### src/rtl/core/tes_pkg.sv
// Shared types for the timed event scheduler.
package tes_pkg;

  typedef enum logic [1:0] {
    CMD_ADD     = 2'd0,
    CMD_ARM     = 2'd1,
    CMD_CANCEL  = 2'd2,
    CMD_ADVANCE = 2'd3
  } cmd_e;

  typedef enum logic [1:0] {
    KIND_DONE  = 2'd0,
    KIND_QFIRE = 2'd1,
    KIND_SFIRE = 2'd2,
    KIND_FULL  = 2'd3
  } kind_e;

  // One classified request as it travels from the front to the engine.
  typedef struct packed {
    cmd_e        cmd;
    logic [31:0] cycles;
    logic [7:0]  tag;
    logic [2:0]  slot;
  } req_t;

endpackage

### src/rtl/core/tes_front.sv
// Request front end: accepts and classifies requests into a two-entry queue.
module tes_front (
  input  logic          clk_i,
  input  logic          rst_ni,
  input  logic          req_valid_i,
  output logic          req_stall_o,
  input  logic [1:0]    cmd_i,
  input  logic [31:0]   cycles_i,
  input  logic [7:0]    event_tag_i,
  input  logic [2:0]    slot_id_i,
  output logic          fe_valid_o,
  output tes_pkg::req_t fe_req_o,
  input  logic          fe_pop_i
);

  tes_pkg::req_t mem_q [2];
  logic          wptr_q, rptr_q;
  logic [1:0]    cnt_q;
  logic          push;
  tes_pkg::req_t req_in;

  // Classify the raw command code.
  always_comb begin
    req_in.cycles = cycles_i;
    req_in.tag    = event_tag_i;
    req_in.slot   = slot_id_i;
    case (cmd_i)
      tes_pkg::CMD_ADD:    req_in.cmd = tes_pkg::CMD_ADD;
      tes_pkg::CMD_ARM:    req_in.cmd = tes_pkg::CMD_ARM;
      tes_pkg::CMD_CANCEL: req_in.cmd = tes_pkg::CMD_CANCEL;
      default:             req_in.cmd = tes_pkg::CMD_ADVANCE;
    endcase
  end

  assign req_stall_o = (cnt_q == 2'd2);
  assign push        = req_valid_i && !req_stall_o;
  assign fe_valid_o  = (cnt_q != 2'd0);
  assign fe_req_o    = mem_q[rptr_q];

  // Queue storage.
  always_ff @(posedge clk_i) begin
    if (push) begin
      mem_q[wptr_q] <= req_in;
    end
  end

  // Queue pointers and fill count.
  always_ff @(posedge clk_i or negedge rst_ni) begin
    if (!rst_ni) begin
      wptr_q <= 1'b0;
      rptr_q <= 1'b0;
      cnt_q  <= 2'd0;
    end else begin
      if (push) wptr_q <= !wptr_q;
      if (fe_pop_i) rptr_q <= !rptr_q;
      cnt_q <= cnt_q + 2'(push) - 2'(fe_pop_i);
    end
  end

endmodule

### src/rtl/core/tes_engine.sv
// Scheduler engine: time counter, sorted event queue, named slots, results.
module tes_engine #(
  parameter int QUEUE_DEPTH = 16,
  parameter int NAMED_SLOTS = 8,
  parameter int TIME_BITS   = 48
) (
  input  logic                 clk_i,
  input  logic                 rst_ni,
  input  logic                 fe_valid_i,
  input  tes_pkg::req_t        fe_req_i,
  output logic                 fe_pop_o,
  output logic                 rsp_valid_o,
  input  logic                 rsp_stall_i,
  output logic [1:0]           kind_o,
  output logic [7:0]           fired_tag_o,
  output logic [2:0]           fired_slot_o,
  output logic                 next_valid_o,
  output logic [TIME_BITS-1:0] cycles_to_next_o,
  output logic                 time_overflow_o,
  output logic                 last_o
);

  localparam int CNTW = $clog2(QUEUE_DEPTH + 1);
  localparam int SW   = (NAMED_SLOTS > 1) ? $clog2(NAMED_SLOTS) : 1;
  localparam int SCW  = $clog2(NAMED_SLOTS + 1);
  localparam int SIDW = (SW > 3) ? SW : 3;
  localparam int SUMW = ((TIME_BITS > 32) ? TIME_BITS : 32) + 1;
  localparam logic [TIME_BITS-1:0] TMAX = {TIME_BITS{1'b1}};

  typedef enum logic [2:0] {
    ST_IDLE, ST_EXEC, ST_SCAN, ST_EMIT, ST_DECIDE
  } state_e;

  state_e               state_q;
  tes_pkg::req_t        req_q;
  logic [SUMW-1:0]      sum_q;
  logic [TIME_BITS-1:0] now_q;
  logic                 ovf_q;
  logic [CNTW-1:0]      qcnt_q;
  logic [TIME_BITS-1:0] qdl_q [QUEUE_DEPTH];
  logic [7:0]           qtag_q [QUEUE_DEPTH];
  logic [NAMED_SLOTS-1:0] armed_q;
  logic [TIME_BITS-1:0] sdl_q [NAMED_SLOTS];
  logic [SCW-1:0]       scan_q;
  logic                 bfound_q;
  logic [TIME_BITS-1:0] bdl_q;
  logic [SW-1:0]        bidx_q;
  tes_pkg::kind_e       rkind_q;
  logic [7:0]           rtag_q;
  logic [2:0]           rslot_q;
  logic                 rlast_q;
  logic                 ov_q;
  tes_pkg::kind_e       okind_q;
  logic [7:0]           otag_q;
  logic [2:0]           oslot_q;
  logic                 onv_q;
  logic [TIME_BITS-1:0] onext_q;
  logic                 oovf_q;
  logic                 olast_q;

  logic [TIME_BITS-1:0] due;
  logic                 sum_sat;
  logic [QUEUE_DEPTH-1:0] gt;
  logic                 do_ins, do_pop, do_sfire, qpick, out_free;
  logic [TIME_BITS-1:0] ins_dl [QUEUE_DEPTH];
  logic [7:0]           ins_tag [QUEUE_DEPTH];
  logic [TIME_BITS-1:0] earliest, next_cyc;
  logic                 next_valid;
  logic [SIDW-1:0]      sid_ext;
  logic                 sid_ok;
  logic [SW-1:0]        sid_idx, scan_idx;

  assign sum_sat  = (sum_q > SUMW'(TMAX));
  assign due      = sum_sat ? TMAX : sum_q[TIME_BITS-1:0];
  assign sid_ext  = SIDW'(req_q.slot);
  assign sid_ok   = ((SIDW+1)'(sid_ext) < (SIDW+1)'(NAMED_SLOTS));
  assign sid_idx  = sid_ext[SW-1:0];
  assign scan_idx = scan_q[SW-1:0];
  assign out_free = !ov_q || !rsp_stall_i;
  assign fe_pop_o = (state_q == ST_IDLE) && fe_valid_i;

  // Queue head competes with the best slot; a queued event wins ties.
  assign qpick    = (qcnt_q != '0) && (!bfound_q || qdl_q[0] <= bdl_q);
  assign do_pop   = (state_q == ST_DECIDE) && qpick && (qdl_q[0] <= now_q);
  assign do_sfire = (state_q == ST_DECIDE) && !qpick && bfound_q && (bdl_q <= now_q);
  assign do_ins   = (state_q == ST_EXEC) && (req_q.cmd == tes_pkg::CMD_ADD) &&
                    (qcnt_q != CNTW'(QUEUE_DEPTH));

  // Sorted insertion: entries later than the new deadline move up by one.
  always_comb begin
    for (int i = 0; i < QUEUE_DEPTH; i++) begin
      gt[i] = (CNTW'(i) < qcnt_q) && (qdl_q[i] > due);
    end
    for (int i = 0; i < QUEUE_DEPTH; i++) begin
      if (i > 0 && gt[(i > 0) ? i - 1 : 0]) begin
        ins_dl[i]  = qdl_q[(i > 0) ? i - 1 : 0];
        ins_tag[i] = qtag_q[(i > 0) ? i - 1 : 0];
      end else if (gt[i] || CNTW'(i) == qcnt_q) begin
        ins_dl[i]  = due;
        ins_tag[i] = req_q.tag;
      end else begin
        ins_dl[i]  = qdl_q[i];
        ins_tag[i] = qtag_q[i];
      end
    end
  end

  // Cycles until the earliest pending event.
  always_comb begin
    earliest = bdl_q;
    if (qcnt_q != '0) begin
      earliest = qdl_q[0];
      if (bfound_q && bdl_q < qdl_q[0]) earliest = bdl_q;
    end
    next_valid = (qcnt_q != '0) || bfound_q;
    next_cyc   = (next_valid && earliest > now_q) ? earliest - now_q : '0;
  end

  // Queue storage: insert on add, shift down on firing the head.
  always_ff @(posedge clk_i) begin
    if (do_ins) begin
      for (int i = 0; i < QUEUE_DEPTH; i++) begin
        qdl_q[i]  <= ins_dl[i];
        qtag_q[i] <= ins_tag[i];
      end
    end else if (do_pop) begin
      for (int i = 0; i < QUEUE_DEPTH - 1; i++) begin
        qdl_q[i]  <= qdl_q[i+1];
        qtag_q[i] <= qtag_q[i+1];
      end
    end
  end

  // Control sequencer, scheduler state and result register.
  always_ff @(posedge clk_i or negedge rst_ni) begin
    if (!rst_ni) begin
      state_q  <= ST_IDLE;
      req_q    <= '0;
      sum_q    <= '0;
      now_q    <= '0;
      ovf_q    <= 1'b0;
      qcnt_q   <= '0;
      armed_q  <= '0;
      for (int i = 0; i < NAMED_SLOTS; i++) sdl_q[i] <= '0;
      scan_q   <= '0;
      bfound_q <= 1'b0;
      bdl_q    <= '0;
      bidx_q   <= '0;
      rkind_q  <= tes_pkg::KIND_DONE;
      rtag_q   <= '0;
      rslot_q  <= '0;
      rlast_q  <= 1'b0;
      ov_q     <= 1'b0;
      okind_q  <= tes_pkg::KIND_DONE;
      otag_q   <= '0;
      oslot_q  <= '0;
      onv_q    <= 1'b0;
      onext_q  <= '0;
      oovf_q   <= 1'b0;
      olast_q  <= 1'b0;
    end else begin
      // The result register empties when taken; the emit state reloads it instead.
      if (ov_q && !rsp_stall_i && state_q != ST_EMIT) ov_q <= 1'b0;
      case (state_q)
        ST_IDLE: begin
          if (fe_valid_i) begin
            req_q   <= fe_req_i;
            sum_q   <= SUMW'(now_q) + SUMW'(fe_req_i.cycles);
            state_q <= ST_EXEC;
          end
        end
        ST_EXEC: begin
          rkind_q <= (req_q.cmd == tes_pkg::CMD_ADD && !do_ins) ? tes_pkg::KIND_FULL
                                                                : tes_pkg::KIND_DONE;
          rtag_q  <= '0;
          rslot_q <= '0;
          rlast_q <= (req_q.cmd != tes_pkg::CMD_ADVANCE);
          case (req_q.cmd)
            tes_pkg::CMD_ADD: begin
              if (do_ins) qcnt_q <= qcnt_q + CNTW'(1);
            end
            tes_pkg::CMD_ARM: begin
              if (sid_ok) begin
                armed_q[sid_idx] <= 1'b1;
                sdl_q[sid_idx]   <= due;
              end
            end
            tes_pkg::CMD_CANCEL: begin
              if (sid_ok) begin
                armed_q[sid_idx] <= 1'b0;
                sdl_q[sid_idx]   <= '0;
              end
            end
            default: begin
              now_q <= due;
              if (sum_sat) ovf_q <= 1'b1;
            end
          endcase
          scan_q   <= '0;
          bfound_q <= 1'b0;
          state_q  <= ST_SCAN;
        end
        ST_SCAN: begin
          // One named slot per cycle; lowest index wins ties.
          if (armed_q[scan_idx] && (!bfound_q || sdl_q[scan_idx] < bdl_q)) begin
            bfound_q <= 1'b1;
            bdl_q    <= sdl_q[scan_idx];
            bidx_q   <= scan_idx;
          end
          scan_q <= scan_q + SCW'(1);
          if (scan_q == SCW'(NAMED_SLOTS - 1)) begin
            state_q <= (req_q.cmd == tes_pkg::CMD_ADVANCE && !rlast_q &&
                        rkind_q == tes_pkg::KIND_DONE) ? ST_DECIDE : ST_EMIT;
          end
        end
        ST_DECIDE: begin
          scan_q  <= '0;
          rtag_q  <= do_pop ? qtag_q[0] : '0;
          rslot_q <= do_sfire ? 3'(bidx_q) : '0;
          if (do_pop) begin
            bfound_q <= 1'b0;
            qcnt_q   <= qcnt_q - CNTW'(1);
            rkind_q  <= tes_pkg::KIND_QFIRE;
            rlast_q  <= 1'b0;
            state_q  <= ST_SCAN;
          end else if (do_sfire) begin
            bfound_q        <= 1'b0;
            armed_q[bidx_q] <= 1'b0;
            rkind_q         <= tes_pkg::KIND_SFIRE;
            rlast_q         <= 1'b0;
            state_q         <= ST_SCAN;
          end else begin
            // Nothing more is due: closing result, scan result kept.
            rkind_q  <= tes_pkg::KIND_DONE;
            rlast_q  <= 1'b1;
            state_q  <= ST_EMIT;
          end
        end
        ST_EMIT: begin
          if (out_free) begin
            ov_q    <= 1'b1;
            okind_q <= rkind_q;
            otag_q  <= rtag_q;
            oslot_q <= rslot_q;
            onv_q   <= next_valid;
            onext_q <= next_cyc;
            oovf_q  <= ovf_q;
            olast_q <= rlast_q;
            if (rlast_q) begin
              state_q <= ST_IDLE;
            end else begin
              rkind_q <= tes_pkg::KIND_DONE;
              state_q <= ST_DECIDE;
            end
          end
        end
        default: state_q <= ST_IDLE;
      endcase
    end
  end

  assign rsp_valid_o      = ov_q;
  assign kind_o           = okind_q;
  assign fired_tag_o      = otag_q;
  assign fired_slot_o     = oslot_q;
  assign next_valid_o     = onv_q;
  assign cycles_to_next_o = onext_q;
  assign time_overflow_o  = oovf_q;
  assign last_o           = olast_q;

endmodule

### src/rtl/core/timed_event_scheduler.sv
// Top level of the timed event scheduler.
// Requests enter on req_valid_i / req_stall_o with cmd_i, cycles_i,
// event_tag_i and slot_id_i; a two-entry queue holds them until the engine
// is free. Results leave on rsp_valid_o / rsp_stall_i, one request giving
// one result (add, arm, cancel) or one result per fired event plus a closing
// result with last_o set (advance).
// An add, arm or cancel goes from acceptance to its result in these steps:
// take the request, execute it, rescan every named slot for the next
// deadline and load the result register. The engine takes no new request
// until it has given the final result for the last one. An advance takes the
// same steps with a decision after the rescan; each fired event adds a
// rescan, a result and a further decision.
// Reset clears time, queue fill, armed slots and the overflow flag.
// While the receiver stalls, the result register holds its result and the
// engine waits; the input queue keeps taking up to two requests.
module timed_event_scheduler #(
  parameter int QUEUE_DEPTH = 16,
  parameter int NAMED_SLOTS = 8,
  parameter int TIME_BITS   = 48
) (
  input  logic                 clk_i,
  input  logic                 rst_ni,
  input  logic                 req_valid_i,
  output logic                 req_stall_o,
  input  logic [1:0]           cmd_i,
  input  logic [31:0]          cycles_i,
  input  logic [7:0]           event_tag_i,
  input  logic [2:0]           slot_id_i,
  output logic                 rsp_valid_o,
  input  logic                 rsp_stall_i,
  output logic [1:0]           kind_o,
  output logic [7:0]           fired_tag_o,
  output logic [2:0]           fired_slot_o,
  output logic                 next_valid_o,
  output logic [TIME_BITS-1:0] cycles_to_next_o,
  output logic                 time_overflow_o,
  output logic                 last_o
);

  logic          fe_valid, fe_pop;
  tes_pkg::req_t fe_req;

  // Front end queue.
  tes_front u_front (
    .clk_i, .rst_ni, .req_valid_i, .req_stall_o,
    .cmd_i, .cycles_i, .event_tag_i, .slot_id_i,
    .fe_valid_o (fe_valid),
    .fe_req_o   (fe_req),
    .fe_pop_i   (fe_pop)
  );

  // Scheduling engine.
  tes_engine #(
    .QUEUE_DEPTH (QUEUE_DEPTH),
    .NAMED_SLOTS (NAMED_SLOTS),
    .TIME_BITS   (TIME_BITS)
  ) u_engine (
    .clk_i, .rst_ni,
    .fe_valid_i (fe_valid),
    .fe_req_i   (fe_req),
    .fe_pop_o   (fe_pop),
    .rsp_valid_o, .rsp_stall_i, .kind_o, .fired_tag_o, .fired_slot_o,
    .next_valid_o, .cycles_to_next_o, .time_overflow_o, .last_o
  );

endmodule

### config.mk
export PLATFORM = sky130hd
export DESIGN_NAME = timed_event_scheduler
export DESIGN_NICKNAME = d
export VERILOG_FILES = /design/src/rtl/core/tes_pkg.sv /design/src/rtl/core/tes_front.sv /design/src/rtl/core/tes_engine.sv /design/src/rtl/core/timed_event_scheduler.sv
export SDC_FILE = /design/constraint.sdc
export NUM_CORES = 2
export LEC_CHECK = 0
export BUFFER_PORTS_ARGS = -buffer_cell sky130_fd_sc_hd__buf_2
export CORE_AREA = 2 2 459 461
export DETAILED_ROUTE_END_ITERATION = 7
export DIE_AREA = 0 0 461 463
export GPL_TIMING_DRIVEN = 0
export PLACE_DENSITY = 0.61
export SLEW_MARGIN = 20
export SYNTH_ARGS = -nofsm -noshare
export SYNTH_HDL_FRONTEND = slang
export SYNTH_HIERARCHICAL = 1
export SYNTH_SLANG_ARGS = --single-unit
### constraint.sdc
create_clock -name clk_i -period 11.24 [get_ports clk_i]
set_input_delay 0.562 -clock clk_i [delete_from_list [all_inputs] [get_ports clk_i]]
set_output_delay 0.562 -clock clk_i [all_outputs]
set_load 0.05 [all_outputs]
# Word-level counts from Yosys, hierarchy flattened
# Memories as Yosys holds them, arrays and structs flattened.
# Index checks and enable logic that the tools add are counted.
dict set report word_totals {
  n_memories 3
  in_bits 49
  regBits 650
  word_cells 419
  out_inout_bits 66
  mem_bits_rw 986
}
dict set report op_classes {
  n_eq_ne 41
  order_cmp 47
  n_bitwise 40
  mux 154
  reduce_logical 91
  add_sub_neg 7
}
# name words word_bits read_ports rd_clocked_by_memory_dff wr line
set memory_table {}
lappend memory_table {u_engine.qdl_q 16 48 16 0 16 tes_engine.sv:40} ;# logic [TIME_BITS-1:0] qdl_q [QUEUE_DEPTH];
lappend memory_table {u_engine.qtag_q 16 8 16 0 16 tes_engine.sv:41} ;# logic [7:0] qtag_q [QUEUE_DEPTH];
lappend memory_table {u_front.mem_q 2 45 1 0 1 tes_front.sv:16} ;# tes_pkg::req_t mem_q [2];
# op n
set op_table {}
lappend op_table {{48-bit 2-to-1 mux} 53}
lappend op_table {{48-bit > comparator} 17}
lappend op_table {{384-bit case mux with 2 select lines} 1}
lappend op_table {{8-bit 2-to-1 mux} 49}
lappend op_table {{384-bit bitwise AND} 1}
lappend op_table {{384-bit bitwise mux} 1}
lappend op_table {{384-bit inverter} 1}
lappend op_table {{48-bit binary-select mux with 3-bit select} 1}
lappend op_table {{48-bit demux with 3-bit select} 1}
lappend op_table {{48-bit less-or-equal comparator} 3}
lappend op_table {{48-bit less-than comparator} 2}
lappend op_table {{48-bit by 32-bit adder with 49-bit output} 1}
lappend op_table {{49-bit by 48-bit > comparator with 1-bit output, second input constant} 1}
lappend op_table {{8-bit case mux with 2 select lines} 3}
lappend op_table {{48-bit subtractor} 1}
lappend op_table {{4-bit by 5-bit == test with 1-bit output, first input constant} 8}
lappend op_table {{4-bit by 5-bit less-than comparator with 1-bit output, first input constant} 8}
lappend op_table {{1-bit logical AND} 37}
lappend op_table {{1-bit bitwise OR} 30}
lappend op_table {{3-bit 2-to-1 mux} 7}
lappend op_table {{3-bit by 5-bit == test with 1-bit output, first input constant} 4}
lappend op_table {{1-bit logical OR} 20}
lappend op_table {{3-bit by 5-bit less-than comparator with 1-bit output, first input constant} 4}
lappend op_table {{1-bit 2-to-1 mux} 19}
lappend op_table {{53 further kinds} 107}

# Longest topological paths before layout
# An unclocked memory read counts as a cell.
dict set report logic_depth {
  ltp_word 11
  mapped_depth 25
  depth_no_buf 22
}

# Hierarchy
# The synthesis kept the hierarchy.
# module area_each_um2 n_inst cells_per_inst seq_area_each_um2
set by_module_without_submodules {}
lappend by_module_without_submodules {tes_engine 98142.9 1 9885 43071.3}
lappend by_module_without_submodules {tes_front 3648.5 1 159 2802.7}

# Worst setup path after synthesis
# No wires, ideal clock.
dict set report synth_timing {
  path_kind {register to register}
  start {register, netlist name u_engine/sum_q[48]}
  end {memory u_engine.qdl_q[15][0], in the netlist u_engine/qdl_q[1][336], enable pin}
  setup_ns 0.571
  path_buffers 2
  setup_slack_ns 3.166
  required_ns 10.669
  arrival_ns 7.502
  stages_incl_launch_ff 14
  synth_period_minus_slack_ns 8.074
  path_cell_list {dfrtp_1 -> clkbuf_1 -> or2_2 -> inv_1 -> clkbuf_1 -> ha_1 -> nand4_1 -> or2_1 -> o22ai_1 -> a2111oi_0 -> nor4_1 -> o31ai_1 -> a32o_1 -> a311oi_1}
}
# item line
set synth_rtl {}
lappend synth_rtl {{end: declaration} tes_engine.sv:40}

==> reports/metrics.cfg <==
[synth]
synth_area_leaders=edfxtp_1 (29%), dfrtp_1 (16%), ha_1 (13%)
yosys.area.top_type_share_pct=29.09
synth_flop_cell=edfxtp_1
yosys_warnings=6
synth_area_per_cell_sq_um=10.13
ys_types=92
synth_edf_count=986
async_flop_share_pct=39.73
synth_seq_cells=1636
yosysTopAreaCell=edfxtp_1
synth_nets=11150
syn_inst=10040
ys_seq_area_share_pct=45.07
syn_area_sq_um=101800

[sta]
fin_crit_ns=8.419
max_freq_ghz=0.1188
final_max_slew_viol_count=0
worst_pin_slew_ns=1.269
rsz0062_at_grt=no
hold_viol=0
setup_ws_ns=2.821
slew_headroom_pct=15.39
setup_viol=0
period_share_pct=74.90
fin_worst_skew_ns=0.06291

[worst_setup_path]
crit_family=buffers and inverters
end_kind=flip-flop
reg2reg_slack_ns=2.82
crit_chain=clkbuf_1, clkbuf_1, or2_2, inv_1, clkbuf_2, buf_16, ha_1, nand4_1, nor4_1, nand4_1, a21oi_1, a21oi_1, a21oi_1, clkbuf_1, clkbuf_1, a21oi_1, a21oi_4, buf_16
worstPathRequired_ns=11.77
endpoint=u_engine/qdl_q[1][150]
r2r-start=u_engine/sum_q[48]
critPathMaxFanout=24
crit_arrival_ns=8.94
r2r_cells=18
r2r_end=u_engine/qdl_q[1][150]
crit_buf_inv=8
critPathMaxStageDelay_ns=1.02
crit_type=reg -> reg
crit_path_top_delay_cell=nor4_1
critPathLaunchType=flip-flop
crit_start=u_engine/sum_q[48]
cp.depth=18

[finish]
fillers=18550
drive_above_1_share_pct=10.21
nets=11600
syn2layout_area_growth_pct=13.45

[grt]
grt_start_max_net_pins=101
grt-ovfl-total=0
grt_pass1_vias=83810
grt_pass1_wl_mm=587.0
grtUsageTotal_pct=37.76
antenna_found_initial=15

[die]
initial_utilization_pct=48.82
dieArea_sq_um=213400
rows=168
core_sq_um=208500
die_w_um=461
ios=115
die_h_um=463

[detailed_routing]
postRouteAntennaNets=0
drc_errors=0
vias_per_cell=6.401
routed_wl_mm=409.6
first_iter_violations=11030
wl_per_cell_um=30.39
via_count=86290
dr.pass1.iters=6

[clock_network]
post_cts_resized=0
cts_buffers=190
cts_tree=done
path_clk_slew_ns=0.06
cts_buffer_depth=3
root_buffer=clkbuf_16
post-cts-setup-buffers=0
cts.sink_count=1636
ctsHoldBuffers=46
h-tree-depth=4
insertion_delay_ns=0.87

[placed_design]
dp_hpwl_mm=331.1
pre_cts_ws_ns=3.056
gp_congestion=0.9978
portBuffers=112

[power]
leakage_nw=48.12
vdd_drop_max_v=0.0001915
finalPower_mw=34.73
p_per_area_nw_per_um2=300.7

[flow_run]
cap_violations=0

[run_status]
status=finished, final reports clean

[min_path]
hold_path.class=in -> reg

where the power goes:
group	total, mW	switching, mW	internal, mW
clock network	6.38	2.72	3.67
registers	10.2	1.41	8.81
logic	18.1	11.7	6.46
flip-flops by register name, summed over array words and instances, names as in the netlist, 10 cells and up, named ones only:
| signal | flops |
|---|---|
| u_engine/now_q | 48 |
| u_engine/qtag_q | 128 |
| u_engine/bdl_q | 48 |
| u_engine/sum_q | 49 |
| u_engine/qdl_q | 768 |
| u_front/mem_q | 90 |
| u_engine/req_q | 10 |
| u_engine/sdl_q | 384 |
| u_engine/cycles_to_next_o | 48 |
cell type report:
| type | instances | area, sq um | area share (%) |
|---|---|---|---|
| tap | 2805 | 3510 | 3.039 |
| inverter | 252 | 949.7 | 0.8223 |
| antenna | 13 | 32.53 | 0.02817 |
| clock inverter | 89 | 935.9 | 0.8104 |
| sequential | 1636 | 45870 | 39.72 |
| clock buffer | 268 | 5515 | 4.776 |
| timing repair buffer | 261 | 3348 | 2.899 |
| buffer | 660 | 2908 | 2.518 |
| multi-input combinational | 7496 | 52410 | 45.38 |
synth_stat cells, types with 58 or more instances:
master	number
o211ai_1	79
nand3_1	226
edfxtp_1	986
nand4_1	201
clkbuf_1	476
a21o_1	302
nand2_1	1473
o311ai_0	144
dfrtp_1	650
or3_1	58
ha_1	1050
a21oi_1	656
mux2i_1	484
inv_1	248
o21ai_0	1147
mux4_2	98
buf_2	115
nor2b_1	80
nor2_1	547
mux2_2	119
cells by family after synthesis:
family | count (synthesis) | share of synthesized area (%)
adder cells (fa/ha/maj) | 1052 | 12.95
multiplexers | 746 | 8.886
buffers and inverters | 912 | 3.701
AND/OR/NAND/NOR | 2873 | 12.49
flip-flops | 1636 | 45.07
XOR/XNOR | 98 | 0.8432
AO/OA/AOI/OAI | 2727 | 16.07
routing by layer:
metal  part of all wire, %  vias up  track usage (%)  wire length, um
met1                    40    42760            50.53           163900
met4                   7.1        6            22.61            29090
met5                 0.011        -                0               46
met3                   9.2      792            6.454            37530
met2                    44     4551            57.37           179000
li1                      -    38180                -                -
tightest hold or removal path, delay by kind of cell:
family,cells,cell delay [ns]
AND/OR/NAND/NOR,1,0.15
buffers and inverters,1,0.11
XOR/XNOR,1,0.08
worst min-delay path by stage:
| stage | start | end | slack [ns] | depth (start not counted) |
|---|---|---|---|---|
| 3_3_place_gp | u_engine/sum_q[32] | u_engine/sum_q[32] | 0.46 | 2 |
| 6_report | req_valid_i | u_front/wptr_q | 0.07 | 3 |
| 2_1_floorplan | rst_ni | async pin | 0.27 | 0 |
| 4_1_cts | req_valid_i | u_front/wptr_q | 0.03 | 3 |
| 3_5_place_dp | u_engine/sum_q[32] | u_engine/sum_q[32] | 0.46 | 2 |
| 5_1_grt | req_valid_i | u_front/wptr_q | 0.08 | 3 |
per-stage QoR:
step	instance area, sq um	std cells	TNS, ns	hold slack, ns	util [%]
2_1_floorplan	101800	10040	0	0.2664	-
3_3_place_gp	105900	12960	-3944.11	0.4551	50.77
3_5_place_dp	108500	13060	0	0.4636	52.05
4_1_cts	115400	13470	0	0.02653	55.36
5_1_grt	115500	13470	0	0.07663	55.37
6_report	115500	13480	0	0.07142	55.38
placed cells by master, fill, tap and decap left out, types with 50 or more instances in the layout:
cell type / instances
a21o_1: 302
a21oi_1: 650
buf_12: 50
buf_2: 235
clkbuf_1: 454
clkbuf_16: 196
clkbuf_2: 60
dfrtp_1: 650
edfxtp_1: 986
ha_1: 1050
inv_1: 248
mux2_2: 119
mux2i_1: 484
mux4_2: 98
nand2_1: 1473
nand3_1: 226
nand4_1: 201
nor2_1: 541
nor2b_1: 79
o211ai_1: 79
o21a_1: 53
o21ai_0: 1147
o221ai_1: 56
o311ai_0: 144
or2_2: 56
or3_1: 58
xnor2_1: 54
No activity file was read; power rests on OpenSTA's default activity.
